File: src/rtl/core/window_stationary_detector_macros.svh
// Assertion macros for the window stationary detector
`ifndef WINDOW_STATIONARY_DETECTOR_MACROS_SVH
`define WINDOW_STATIONARY_DETECTOR_MACROS_SVH

// Property checked on every clock edge outside reset
`define WSD_ASSERT(label, prop) \
  label: assert property (@(posedge clk_i) disable iff (!rst_ni) (prop)) \
    else $error("wsd assertion failed");

// Consequence must hold in the cycle after the antecedent
`define WSD_ASSERT_NEXT(label, ante, cons) \
  label: assert property (@(posedge clk_i) disable iff (!rst_ni) (ante) |=> (cons)) \
    else $error("wsd assertion failed");

`endif

File: src/rtl/core/wsd_pkg.sv
// Shared types and constants of the window stationary detector
`timescale 1ns / 1ps
package wsd_pkg;

  localparam int unsigned DataW   = 16;
  localparam int unsigned CfgIdxW = 2;

  localparam logic [CfgIdxW-1:0] RegMotionThreshold = 2'd0;
  localparam logic [CfgIdxW-1:0] RegDwellSamples    = 2'd1;

  localparam logic OpSample = 1'b0;
  localparam logic OpClear  = 1'b1;

  localparam logic [DataW-1:0] ThresholdReset = 16'd100;
  localparam logic [DataW-1:0] DwellReset     = 16'd60;
  localparam logic [DataW-1:0] DwellMax       = 16'hFFFF;

  typedef struct packed {
    logic signed [DataW-1:0] x;
    logic signed [DataW-1:0] y;
  } sample_t;

  typedef struct packed {
    logic             settled;
    logic             still;
    logic             window_full;
    logic [DataW-1:0] spread_x;
    logic [DataW-1:0] spread_y;
  } result_t;

  typedef struct packed {
    logic en;
    logic init;
  } scan_ctrl_t;

  typedef enum logic [3:0] {
    StIdle = 4'b0001,
    StScan = 4'b0010,
    StEval = 4'b0100,
    StEmit = 4'b1000
  } state_e;

endpackage

File: src/rtl/core/wsd_intf.sv
// Handshake channel interfaces: sample input, result output, register writes
`timescale 1ns / 1ps
interface wsd_in_if;
  logic                            valid;
  logic                            ready;
  logic                            opcode;
  logic signed [wsd_pkg::DataW-1:0] pos_x;
  logic signed [wsd_pkg::DataW-1:0] pos_y;

  modport source (output valid, output opcode, output pos_x, output pos_y, input ready);
  modport sink   (input valid, input opcode, input pos_x, input pos_y, output ready);
endinterface

interface wsd_out_if;
  logic                      valid;
  logic                      ready;
  logic                      settled;
  logic                      still;
  logic                      window_full;
  logic [wsd_pkg::DataW-1:0] spread_x;
  logic [wsd_pkg::DataW-1:0] spread_y;

  modport source (output valid, output settled, output still, output window_full,
                  output spread_x, output spread_y, input ready);
  modport sink   (input valid, input settled, input still, input window_full,
                  input spread_x, input spread_y, output ready);
endinterface

interface wsd_cfg_if;
  logic                        valid;
  logic                        ready;
  logic [wsd_pkg::CfgIdxW-1:0] index;
  logic [wsd_pkg::DataW-1:0]   data;

  modport source (output valid, output index, output data, input ready);
  modport sink   (input valid, input index, input data, output ready);
endinterface

File: src/rtl/core/window_stationary_detector.sv
// Flow: a sample on a full window is shifted in, then the cell ring rotates once fully past
//   a single min/max comparator per axis (StScan), the spreads are compared (StEval)
//   and the result is emitted (StEmit); a clear or a sample while the window is still filling
//   goes straight to StEmit. A new beat is taken only in StIdle, after the last result is loaded.
// Reset (async, active low): window empty, still and dwell cleared, threshold 100,
//   dwell 60; cell contents are not cleared.
`timescale 1ns / 1ps
`include "window_stationary_detector_macros.svh"
module window_stationary_detector #(
  parameter int unsigned WINDOW = 50
) (
  input  logic      clk_i,
  input  logic      rst_ni,
  wsd_in_if.sink    in_i,
  wsd_out_if.source out_o,
  wsd_cfg_if.sink   cfg_i
);

  localparam int unsigned FillW = $clog2(WINDOW + 1);
  localparam int unsigned CntW  = $clog2(WINDOW);
  localparam logic [FillW-1:0] FillFull = FillW'(WINDOW);
  localparam logic [CntW-1:0]  CntLast  = CntW'(WINDOW - 1);

  wsd_pkg::state_e state_q, state_d;
  logic [FillW-1:0] fill_q, fill_d;
  logic [CntW-1:0]  cnt_q, cnt_d;
  logic             still_q, still_d;
  logic [wsd_pkg::DataW-1:0] dwell_q, dwell_d, dwell_inc;
  logic [wsd_pkg::DataW-1:0] thr_q, dwell_set_q;
  wsd_pkg::result_t res_q, res_d, out_q;
  logic             out_valid_q, out_valid_d, out_load;

  logic             in_acc, cfg_acc, shift;
  wsd_pkg::sample_t new_sample, ring_in;
  wsd_pkg::sample_t cell_out [WINDOW];
  wsd_pkg::scan_ctrl_t scan_ctrl;
  logic [wsd_pkg::DataW-1:0] spread_x, spread_y;

  assign in_i.ready  = (state_q == wsd_pkg::StIdle);
  assign in_acc      = in_i.valid && in_i.ready;
  assign cfg_i.ready = 1'b1;
  assign cfg_acc     = cfg_i.valid && cfg_i.ready;

  assign new_sample.x = in_i.pos_x;
  assign new_sample.y = in_i.pos_y;

  // The ring shifts in a new sample on accepting a sample and rotates once fully while scanning
  assign shift   = (in_acc && (in_i.opcode == wsd_pkg::OpSample)) ||
                   (state_q == wsd_pkg::StScan);
  assign ring_in = (state_q == wsd_pkg::StScan) ? cell_out[WINDOW-1] : new_sample;

  for (genvar i = 0; i < WINDOW; i++) begin : g_cell
    if (i == 0) begin : g_head
      wsd_cell u_cell (
        .clk_i    (clk_i),
        .shift_i  (shift),
        .sample_i (ring_in),
        .sample_o (cell_out[i])
      );
    end else begin : g_body
      wsd_cell u_cell (
        .clk_i    (clk_i),
        .shift_i  (shift),
        .sample_i (cell_out[i-1]),
        .sample_o (cell_out[i])
      );
    end
  end

  assign scan_ctrl.en   = (state_q == wsd_pkg::StScan);
  assign scan_ctrl.init = (cnt_q == '0);

  wsd_spread u_spread_x (
    .clk_i    (clk_i),
    .ctrl_i   (scan_ctrl),
    .value_i  (cell_out[WINDOW-1].x),
    .spread_o (spread_x)
  );

  wsd_spread u_spread_y (
    .clk_i    (clk_i),
    .ctrl_i   (scan_ctrl),
    .value_i  (cell_out[WINDOW-1].y),
    .spread_o (spread_y)
  );

  assign dwell_inc = (dwell_q == wsd_pkg::DwellMax) ? dwell_q : dwell_q + 16'd1;
  assign out_load  = (state_q == wsd_pkg::StEmit) && (!out_valid_q || out_o.ready);

  always_comb begin
    state_d     = state_q;
    fill_d      = fill_q;
    cnt_d       = cnt_q;
    still_d     = still_q;
    dwell_d     = dwell_q;
    res_d       = res_q;
    out_valid_d = out_valid_q;

    if (out_valid_q && out_o.ready) out_valid_d = 1'b0;

    case (state_q)
      wsd_pkg::StIdle: begin
        if (in_acc) begin
          res_d = '0;
          if (in_i.opcode == wsd_pkg::OpClear) begin
            fill_d  = '0;
            still_d = 1'b0;
            dwell_d = '0;
            state_d = wsd_pkg::StEmit;
          end else if (fill_q >= FillFull - FillW'(1)) begin
            fill_d  = FillFull;
            cnt_d   = '0;
            state_d = wsd_pkg::StScan;
          end else begin
            fill_d  = fill_q + FillW'(1);
            state_d = wsd_pkg::StEmit;
          end
        end
      end
      wsd_pkg::StScan: begin
        cnt_d = cnt_q + CntW'(1);
        if (cnt_q == CntLast) begin
          state_d = wsd_pkg::StEval;
        end
      end
      wsd_pkg::StEval: begin
        if ((spread_x < thr_q) && (spread_y < thr_q)) begin
          still_d = 1'b1;
          dwell_d = still_q ? dwell_inc : '0;
          res_d.settled = (dwell_d >= dwell_set_q);
        end else begin
          still_d = 1'b0;
          dwell_d = '0;
          res_d.settled = 1'b0;
        end
        res_d.still       = still_d;
        res_d.window_full = 1'b1;
        res_d.spread_x    = spread_x;
        res_d.spread_y    = spread_y;
        state_d           = wsd_pkg::StEmit;
      end
      wsd_pkg::StEmit: begin
        if (out_load) begin
          out_valid_d = 1'b1;
          state_d     = wsd_pkg::StIdle;
        end
      end
      default: begin
        state_d = wsd_pkg::StIdle;
      end
    endcase
  end

  always_ff @(posedge clk_i or negedge rst_ni) begin
    if (!rst_ni) begin
      state_q     <= wsd_pkg::StIdle;
      fill_q      <= '0;
      cnt_q       <= '0;
      still_q     <= 1'b0;
      dwell_q     <= '0;
      out_valid_q <= 1'b0;
    end else begin
      state_q     <= state_d;
      fill_q      <= fill_d;
      cnt_q       <= cnt_d;
      still_q     <= still_d;
      dwell_q     <= dwell_d;
      out_valid_q <= out_valid_d;
    end
  end

  always_ff @(posedge clk_i or negedge rst_ni) begin
    if (!rst_ni) begin
      thr_q       <= wsd_pkg::ThresholdReset;
      dwell_set_q <= wsd_pkg::DwellReset;
    end else if (cfg_acc) begin
      case (cfg_i.index)
        wsd_pkg::RegMotionThreshold: thr_q       <= cfg_i.data;
        wsd_pkg::RegDwellSamples:    dwell_set_q <= cfg_i.data;
        default: ;
      endcase
    end
  end

  always_ff @(posedge clk_i) begin
    res_q <= res_d;
    if (out_load) begin
      out_q <= res_q;
    end
  end

  assign out_o.valid       = out_valid_q;
  assign out_o.settled     = out_q.settled;
  assign out_o.still       = out_q.still;
  assign out_o.window_full = out_q.window_full;
  assign out_o.spread_x    = out_q.spread_x;
  assign out_o.spread_y    = out_q.spread_y;

  // still can only be held while the window is full
  `WSD_ASSERT(a_still_needs_full, !still_q || (fill_q == FillFull))
  // a full rotation always ends in the evaluation step
  `WSD_ASSERT_NEXT(a_scan_ends, (state_q == wsd_pkg::StScan) && (cnt_q == CntLast),
                   state_q == wsd_pkg::StEval)
  // settled beats imply still on a full window
  `WSD_ASSERT(a_settled_still, !(out_valid_q && out_q.settled) ||
                               (out_q.still && out_q.window_full))
  // nonzero spread is only reported on a full window
  `WSD_ASSERT(a_spread_full, !(out_valid_q && ((out_q.spread_x != '0) ||
                               (out_q.spread_y != '0))) || out_q.window_full)

endmodule

File: src/rtl/core/wsd_cell.sv
// One window cell: holds an x/y sample and passes it to its neighbor on shift
`timescale 1ns / 1ps
module wsd_cell (
  input  logic             clk_i,
  input  logic             shift_i,
  input  wsd_pkg::sample_t sample_i,
  output wsd_pkg::sample_t sample_o
);

  wsd_pkg::sample_t sample_q;

  always_ff @(posedge clk_i) begin
    if (shift_i) begin
      sample_q <= sample_i;
    end
  end

  assign sample_o = sample_q;

endmodule

File: src/rtl/core/wsd_spread.sv
// Running min/max of one axis as the ring rotates past it; spread = max - min
`timescale 1ns / 1ps
module wsd_spread (
  input  logic                             clk_i,
  input  wsd_pkg::scan_ctrl_t              ctrl_i,
  input  logic signed [wsd_pkg::DataW-1:0] value_i,
  output logic [wsd_pkg::DataW-1:0]        spread_o
);

  logic signed [wsd_pkg::DataW-1:0] lo_q, hi_q;
  logic signed [wsd_pkg::DataW:0]   diff;

  always_ff @(posedge clk_i) begin
    if (ctrl_i.en) begin
      if (ctrl_i.init) begin
        lo_q <= value_i;
        hi_q <= value_i;
      end else begin
        if (value_i < lo_q) lo_q <= value_i;
        if (value_i > hi_q) hi_q <= value_i;
      end
    end
  end

  assign diff     = {hi_q[wsd_pkg::DataW-1], hi_q} - {lo_q[wsd_pkg::DataW-1], lo_q};
  assign spread_o = diff[wsd_pkg::DataW-1:0];

endmodule
File: src/flat_wrapper.sv
// flat-port wrapper written by rule: the top's interface ports become plain ports
module window_stationary_detector_flat 
#(
  parameter int unsigned WINDOW = 50
)
  (clk_i, rst_ni, in_i_valid, in_i_opcode, in_i_pos_x, in_i_pos_y, in_i_ready, out_o_valid, out_o_settled, out_o_still, out_o_window_full, out_o_spread_x, out_o_spread_y, out_o_ready, cfg_i_valid, cfg_i_index, cfg_i_data, cfg_i_ready);
  wsd_in_if in_i_i ();
  wsd_out_if out_o_i ();
  wsd_cfg_if cfg_i_i ();
  input  logic clk_i;
  input  logic rst_ni;
  input wire logic [$bits(in_i_i.valid)-1:0] in_i_valid;
  input wire logic [$bits(in_i_i.opcode)-1:0] in_i_opcode;
  input wire logic [$bits(in_i_i.pos_x)-1:0] in_i_pos_x;
  input wire logic [$bits(in_i_i.pos_y)-1:0] in_i_pos_y;
  output wire logic [$bits(in_i_i.ready)-1:0] in_i_ready;
  output wire logic [$bits(out_o_i.valid)-1:0] out_o_valid;
  output wire logic [$bits(out_o_i.settled)-1:0] out_o_settled;
  output wire logic [$bits(out_o_i.still)-1:0] out_o_still;
  output wire logic [$bits(out_o_i.window_full)-1:0] out_o_window_full;
  output wire logic [$bits(out_o_i.spread_x)-1:0] out_o_spread_x;
  output wire logic [$bits(out_o_i.spread_y)-1:0] out_o_spread_y;
  input wire logic [$bits(out_o_i.ready)-1:0] out_o_ready;
  input wire logic [$bits(cfg_i_i.valid)-1:0] cfg_i_valid;
  input wire logic [$bits(cfg_i_i.index)-1:0] cfg_i_index;
  input wire logic [$bits(cfg_i_i.data)-1:0] cfg_i_data;
  output wire logic [$bits(cfg_i_i.ready)-1:0] cfg_i_ready;
  assign in_i_i.valid = in_i_valid;
  assign in_i_i.opcode = in_i_opcode;
  assign in_i_i.pos_x = in_i_pos_x;
  assign in_i_i.pos_y = in_i_pos_y;
  assign in_i_ready = in_i_i.ready;
  assign out_o_valid = out_o_i.valid;
  assign out_o_settled = out_o_i.settled;
  assign out_o_still = out_o_i.still;
  assign out_o_window_full = out_o_i.window_full;
  assign out_o_spread_x = out_o_i.spread_x;
  assign out_o_spread_y = out_o_i.spread_y;
  assign out_o_i.ready = out_o_ready;
  assign cfg_i_i.valid = cfg_i_valid;
  assign cfg_i_i.index = cfg_i_index;
  assign cfg_i_i.data = cfg_i_data;
  assign cfg_i_ready = cfg_i_i.ready;
  window_stationary_detector #(.WINDOW(WINDOW)) u_core (.clk_i(clk_i), .rst_ni(rst_ni), .in_i(in_i_i), .out_o(out_o_i), .cfg_i(cfg_i_i));
endmodule
File: config.mk
export PLATFORM = sky130hd
export DESIGN_NAME = window_stationary_detector_flat
export DESIGN_NICKNAME = d
export VERILOG_FILES = /design/src/rtl/core/wsd_pkg.sv /design/src/rtl/core/wsd_intf.sv /design/src/rtl/core/window_stationary_detector.sv /design/src/rtl/core/wsd_cell.sv /design/src/rtl/core/wsd_spread.sv /design/src/flat_wrapper.sv
export VERILOG_INCLUDE_DIRS = /design/src /design/src/rtl/core
export SDC_FILE = /design/constraint.sdc
export NUM_CORES = 1
export LEC_CHECK = 0
export BUFFER_PORTS_ARGS = -buffer_cell sky130_fd_sc_hd__buf_2
export CORE_AREA = 2 2 350 698
export DETAILED_ROUTE_END_ITERATION = 10
export DIE_AREA = 0 0 352 700
export PLACE_DENSITY = 0.47
export SLEW_MARGIN = 25
export SYNTH_ARGS = -nofsm -noshare
export SYNTH_HDL_FRONTEND = slang
export SYNTH_SLANG_ARGS = --single-unit
export TNS_END_PERCENT = 20
File: constraint.sdc
create_clock -name clk_i -period 114.7 [get_ports clk_i]
set_clock_uncertainty 0.1 [all_clocks]
set_input_delay 5.735 -clock clk_i [delete_from_list [all_inputs] [get_ports clk_i]]
set_output_delay 5.735 -clock clk_i [all_outputs]
set_load 0.005 [all_outputs]
==> impl_metrics.toml <==
[outcome]
run_status = "complete, no violations"

[clocking]
clk-insertion-delay-late_ns = 0.80
cts_tree = "yes"
cts.sink_count = 1800
htree_levels = 4
ctsRootBufferMaster = "sky130_fd_sc_hd__clkbuf_16"
cts-root-to-sink-buffers = 4
cts_setup_buffers = 0
clk_pin_slew_ns = 0.06
cts.repair.resized = 0
ctsHoldBuffers = 0
tritoncts.num_buffers = 167

[timing]
final.hold.worst_slack_ns = 0.262
share_of_the_clock_period_used_by_the_worst_path_after_layout = 0.0827
setup_tns_ns = 0
final-hold-violation-count = 0
setup_repair_after_global_routing_missed_its_margin = "false"
period_minus_slack_ns = 9.49
max-slew-margin-rel = 0.279
worst_slack_ns = 105.21
timing.final.max_slew_violations = 0
setup_viol = 0
timing_worst_slew_pin_value_ns = 1.08
max_freq_mhz = 105

[route]
wl_mm = 99.6
remaining_drc_errors = 0
vias_per_cell = 3.83
drt-wirelength-per-cell_um = 15.8
initialDrtViolationCount = 2082
number_of_nets_still_failing_antenna_checks_after_routing = 0
firstDrtPassIters = 6
route.vias.total = 24217

[global_routing]
globalRouteTotalUtil = 0.0788
grt_pass1_vias = 24704
overflow = 0
grt_start_max_net_pins = 204
initial_antenna_violation_count = 8
grt_first_pass_wirelength_mm = 152

[place]
pre_cts_slack_ns = 104.48
placement.cell_area_sq_um = 64600
hpwl_mm = 56.9
final_gp_congestion = 0.796
port_buffers = 92

[setup_path]
critPathSlowestCell = "sky130_fd_sc_hd__buf_4"
cp_num_buf_inv = 7
critical_setup_path_kind = "in -> reg"
worst_path_most_repeated_cell = "sky130_fd_sc_hd__buf_12"
crit_path_start = "in_i_valid"
crit_family = "buffers and inverters"
end_kind = "flip-flop"
worst_r2r_startpoint = "u_core.state_q[3]"
timing.critical_path.from_type = "input pin"
worst-endpoint-arrival_ns = 9.80
cp_data_required_time_ns = 115.01
cp_cell_sequence = "buf_2 > nand2_2 > o21ai_4 > buf_4 > buf_12 > buf_12 > buf_16 > buf_12 > buf_16"
critical-path-max-stage-delay_ns = 0.69
crit_path_max_fanout = 161

[synthesis]
synthesis.area_sq_um = 59900
syn-instance-count = 2719
synth_compound_gate_area_share = 0.0268
synth.yosys.warnings = 0
yosys_most_used_dff = "sky130_fd_sc_hd__edfxtp_1"
yosysTopAreaCell = "sky130_fd_sc_hd__edfxtp_1"
total_nets_after_synthesis = 2922
synth_simple_gate_area_frac = 0.0282
synth_adder_area_share = 0.0310
synth_cell_type_count = 76
synth-xor-area-share = 0.00497
combinational_family_with_the_most_area_after_synthesis = "adder cells"
yosys_register_bits = 1800
synth_seq_area_share = 0.897
synth.mux.area_fraction = 0.00372
synth_area_leaders = "sky130_fd_sc_hd__edfxtp_1, sky130_fd_sc_hd__ha_1, sky130_fd_sc_hd__dfrtp_1, sky130_fd_sc_hd__nand2_1, sky130_fd_sc_hd__inv_1"
synth_top_area_share = 0.869
synth-edff-count = 1734
async_flop_share = 0.0367
synthesis.area_per_instance_sq_um = 22.0
ys_top_cells_by_count = "sky130_fd_sc_hd__edfxtp_1, sky130_fd_sc_hd__nand2_1, sky130_fd_sc_hd__ha_1"
yosysMostFrequentCell = "sky130_fd_sc_hd__edfxtp_1"

[floorplanning]
io_pins = 94
die_area_sq_um = 246000
dieHeight_um = 700
design.core.area_sq_um = 241000
die_width_um = 352
fp-row-count = 255
floorplan.initialDensity = 0.249

[pwr]
power-per-cell-area_nw_per_um2 = 20.6
power_leakage_nw = 22.9
ir_worst_vdd_v = 0.0000138

[cells_and_area]
nets = 3190
fin_area_sq_um = 69700
fillerInstances = 23471
drive_gt1_frac = 0.125
area_growth_pct = 16.4

[min_path]
min_path_type = "reg -> reg"
hold_path.startpoint = "u_core.g_cell[10].g_body.u_cell.sample_o[0]"

[job]
drv_cap = 0
==> worst paths after layout <==
check / end / slack (ns) / cells after the start
max in group asynchronous: u_core.fill_q[2] / 108.85 / 2
max reg2reg: u_core.g_cell[14].g_body.u_cell.sample_o[30] / 109.30 / 11
min in group asynchronous: u_core.dwell_q[9] / 5.07 / 2
max: u_core.g_cell[14].g_body.u_cell.sample_o[30] / 105.21 / 9
min: u_core.g_cell[11].g_body.u_cell.sample_o[0] / 0.26 / 0
min reg2reg: u_core.g_cell[11].g_body.u_cell.sample_o[0] / 0.26 / 0
==> registers in the layout (all words and copies together) (netlist names), 4 cells and up <==
name / count
u_core.u_spread_x.hi_q: 16
u_core.fill_q: 6
u_core.dwell_q: 16
u_core.cnt_q: 6
u_core.u_spread_x.lo_q: 16
u_core.g_cell.g_body.u_cell.sample_o: 1568
u_core.out_o.spread_x: 16
u_core.state_q: 4
u_core.u_spread_y.hi_q: 16
u_core.u_spread_y.lo_q: 16
u_core.g_cell.g_head.u_cell.sample_o: 32
u_core.thr_q: 16
u_core.res_q: 35
u_core.out_o.spread_y: 16
u_core.dwell_set_q: 16
==> kinds of logic (layout without fill, tap and decap cells) <==
family / count (synthesis) / count (layout)
mux: 20 / 20
compound gates: 240 / 240
buf+inv: 129 / 512
flops: 1800 / 1800
fa+ha+maj: 147 / 147
simple gates: 348 / 348
other cells: 1 / 4
xor+xnor: 34 / 34
==> through the flow <==
| stage | cells | utilization | power (mW) |
|---|---|---|---|
| finish | 6317 | 0.289 | 1.44 |
| global route | 6315 | 0.289 | 1.50 |
| CTS | 6311 | 0.289 | 1.47 |
| detailed placement | 6027 | 0.268 | 0.931 |
| global placement | 6027 | 0.268 | 0.927 |
| floorplan | 2719 | - | 1.15 |
==> where the power goes <==
group / switching (mW) / leakage, nW / internal [mW] / total, mW
sequential: 0.0230 / 16.7 / 0.822 / 0.845
combinational: 0.0558 / 3.80 / 0.0138 / 0.0695
clock: 0.237 / 2.42 / 0.287 / 0.525
total: 0.316 / 22.9 / 1.12 / 1.44
==> per-layer routing <==
metal / GRT usage / wire (um) / vias up
met3: 0.0150 / 3620 / 239
li1: - / - / 11108
met5: 0 / 23 / -
met2: 0.125 / 45800 / 429
met1: 0.102 / 45100 / 12437
met4: 0.0431 / 5050 / 4
==> worst register-to-register path, cell delays in order (launching register included) <==
cell                       delay [ns]
sky130_fd_sc_hd__dfrtp_1         0.44
sky130_fd_sc_hd__nor2_2          0.15
sky130_fd_sc_hd__nand3b_1        0.21
sky130_fd_sc_hd__inv_2           0.15
sky130_fd_sc_hd__nand2_2         0.15
sky130_fd_sc_hd__o21ai_4         0.15
sky130_fd_sc_hd__buf_4           0.69
sky130_fd_sc_hd__buf_12          0.67
sky130_fd_sc_hd__buf_12          0.65
sky130_fd_sc_hd__buf_16          0.53
sky130_fd_sc_hd__buf_12          0.52
sky130_fd_sc_hd__buf_16          0.53
==> cell usage in the layout, fill, tap and decap left out, types with 5 or more instances in the layout <==
cell and instances:
sky130_fd_sc_hd__nor2b_1 10, sky130_fd_sc_hd__clkinv_1 31, sky130_fd_sc_hd__o21a_1 8, sky130_fd_sc_hd__nor3_1 9
sky130_fd_sc_hd__mux2_2 18, sky130_fd_sc_hd__xor2_1 9, sky130_fd_sc_hd__buf_4 15, sky130_fd_sc_hd__o21ai_0 55
sky130_fd_sc_hd__ha_1 145, sky130_fd_sc_hd__o21ai_1 10, sky130_fd_sc_hd__nand2_1 159, sky130_fd_sc_hd__clkinv_2 16
sky130_fd_sc_hd__buf_2 92, sky130_fd_sc_hd__dfstp_2 8, sky130_fd_sc_hd__inv_1 107, sky130_fd_sc_hd__a22o_1 16
sky130_fd_sc_hd__nor2_1 42, sky130_fd_sc_hd__and3_1 8, sky130_fd_sc_hd__a31oi_1 6, sky130_fd_sc_hd__clkbuf_16 169
sky130_fd_sc_hd__clkinvlp_4 9, sky130_fd_sc_hd__bufinv_16 7, sky130_fd_sc_hd__buf_6 5, sky130_fd_sc_hd__and2_1 34
sky130_fd_sc_hd__nand3b_1 6, sky130_fd_sc_hd__xnor2_1 25, sky130_fd_sc_hd__dfrtp_1 58, sky130_fd_sc_hd__edfxtp_1 1734
sky130_fd_sc_hd__a21o_1 28, sky130_fd_sc_hd__a21oi_1 56, sky130_fd_sc_hd__a211oi_1 6, sky130_fd_sc_hd__nand2b_1 13
sky130_fd_sc_hd__clkbuf_1 38, sky130_fd_sc_hd__nand3_1 22, sky130_fd_sc_hd__nand4_1 17, sky130_fd_sc_hd__a41oi_1 6
sky130_fd_sc_hd__buf_12 5
==> final cells by class <==
type / count / area, sq um / area share
Antenna cell: 3 / 7.51 / 0.000108
Clock buffer: 207 / 4370 / 0.0627
Clock inverter: 77 / 653 / 0.00937
Inverter: 109 / 409 / 0.00587
Multi-Input combinational cell: 790 / 5750 / 0.0825
Sequential cell: 1800 / 53700 / 0.771
Tap cell: 3212 / 4020 / 0.0576
Timing Repair Buffer: 119 / 785 / 0.0113
Note: power is estimated with default switching activity, not from simulation.
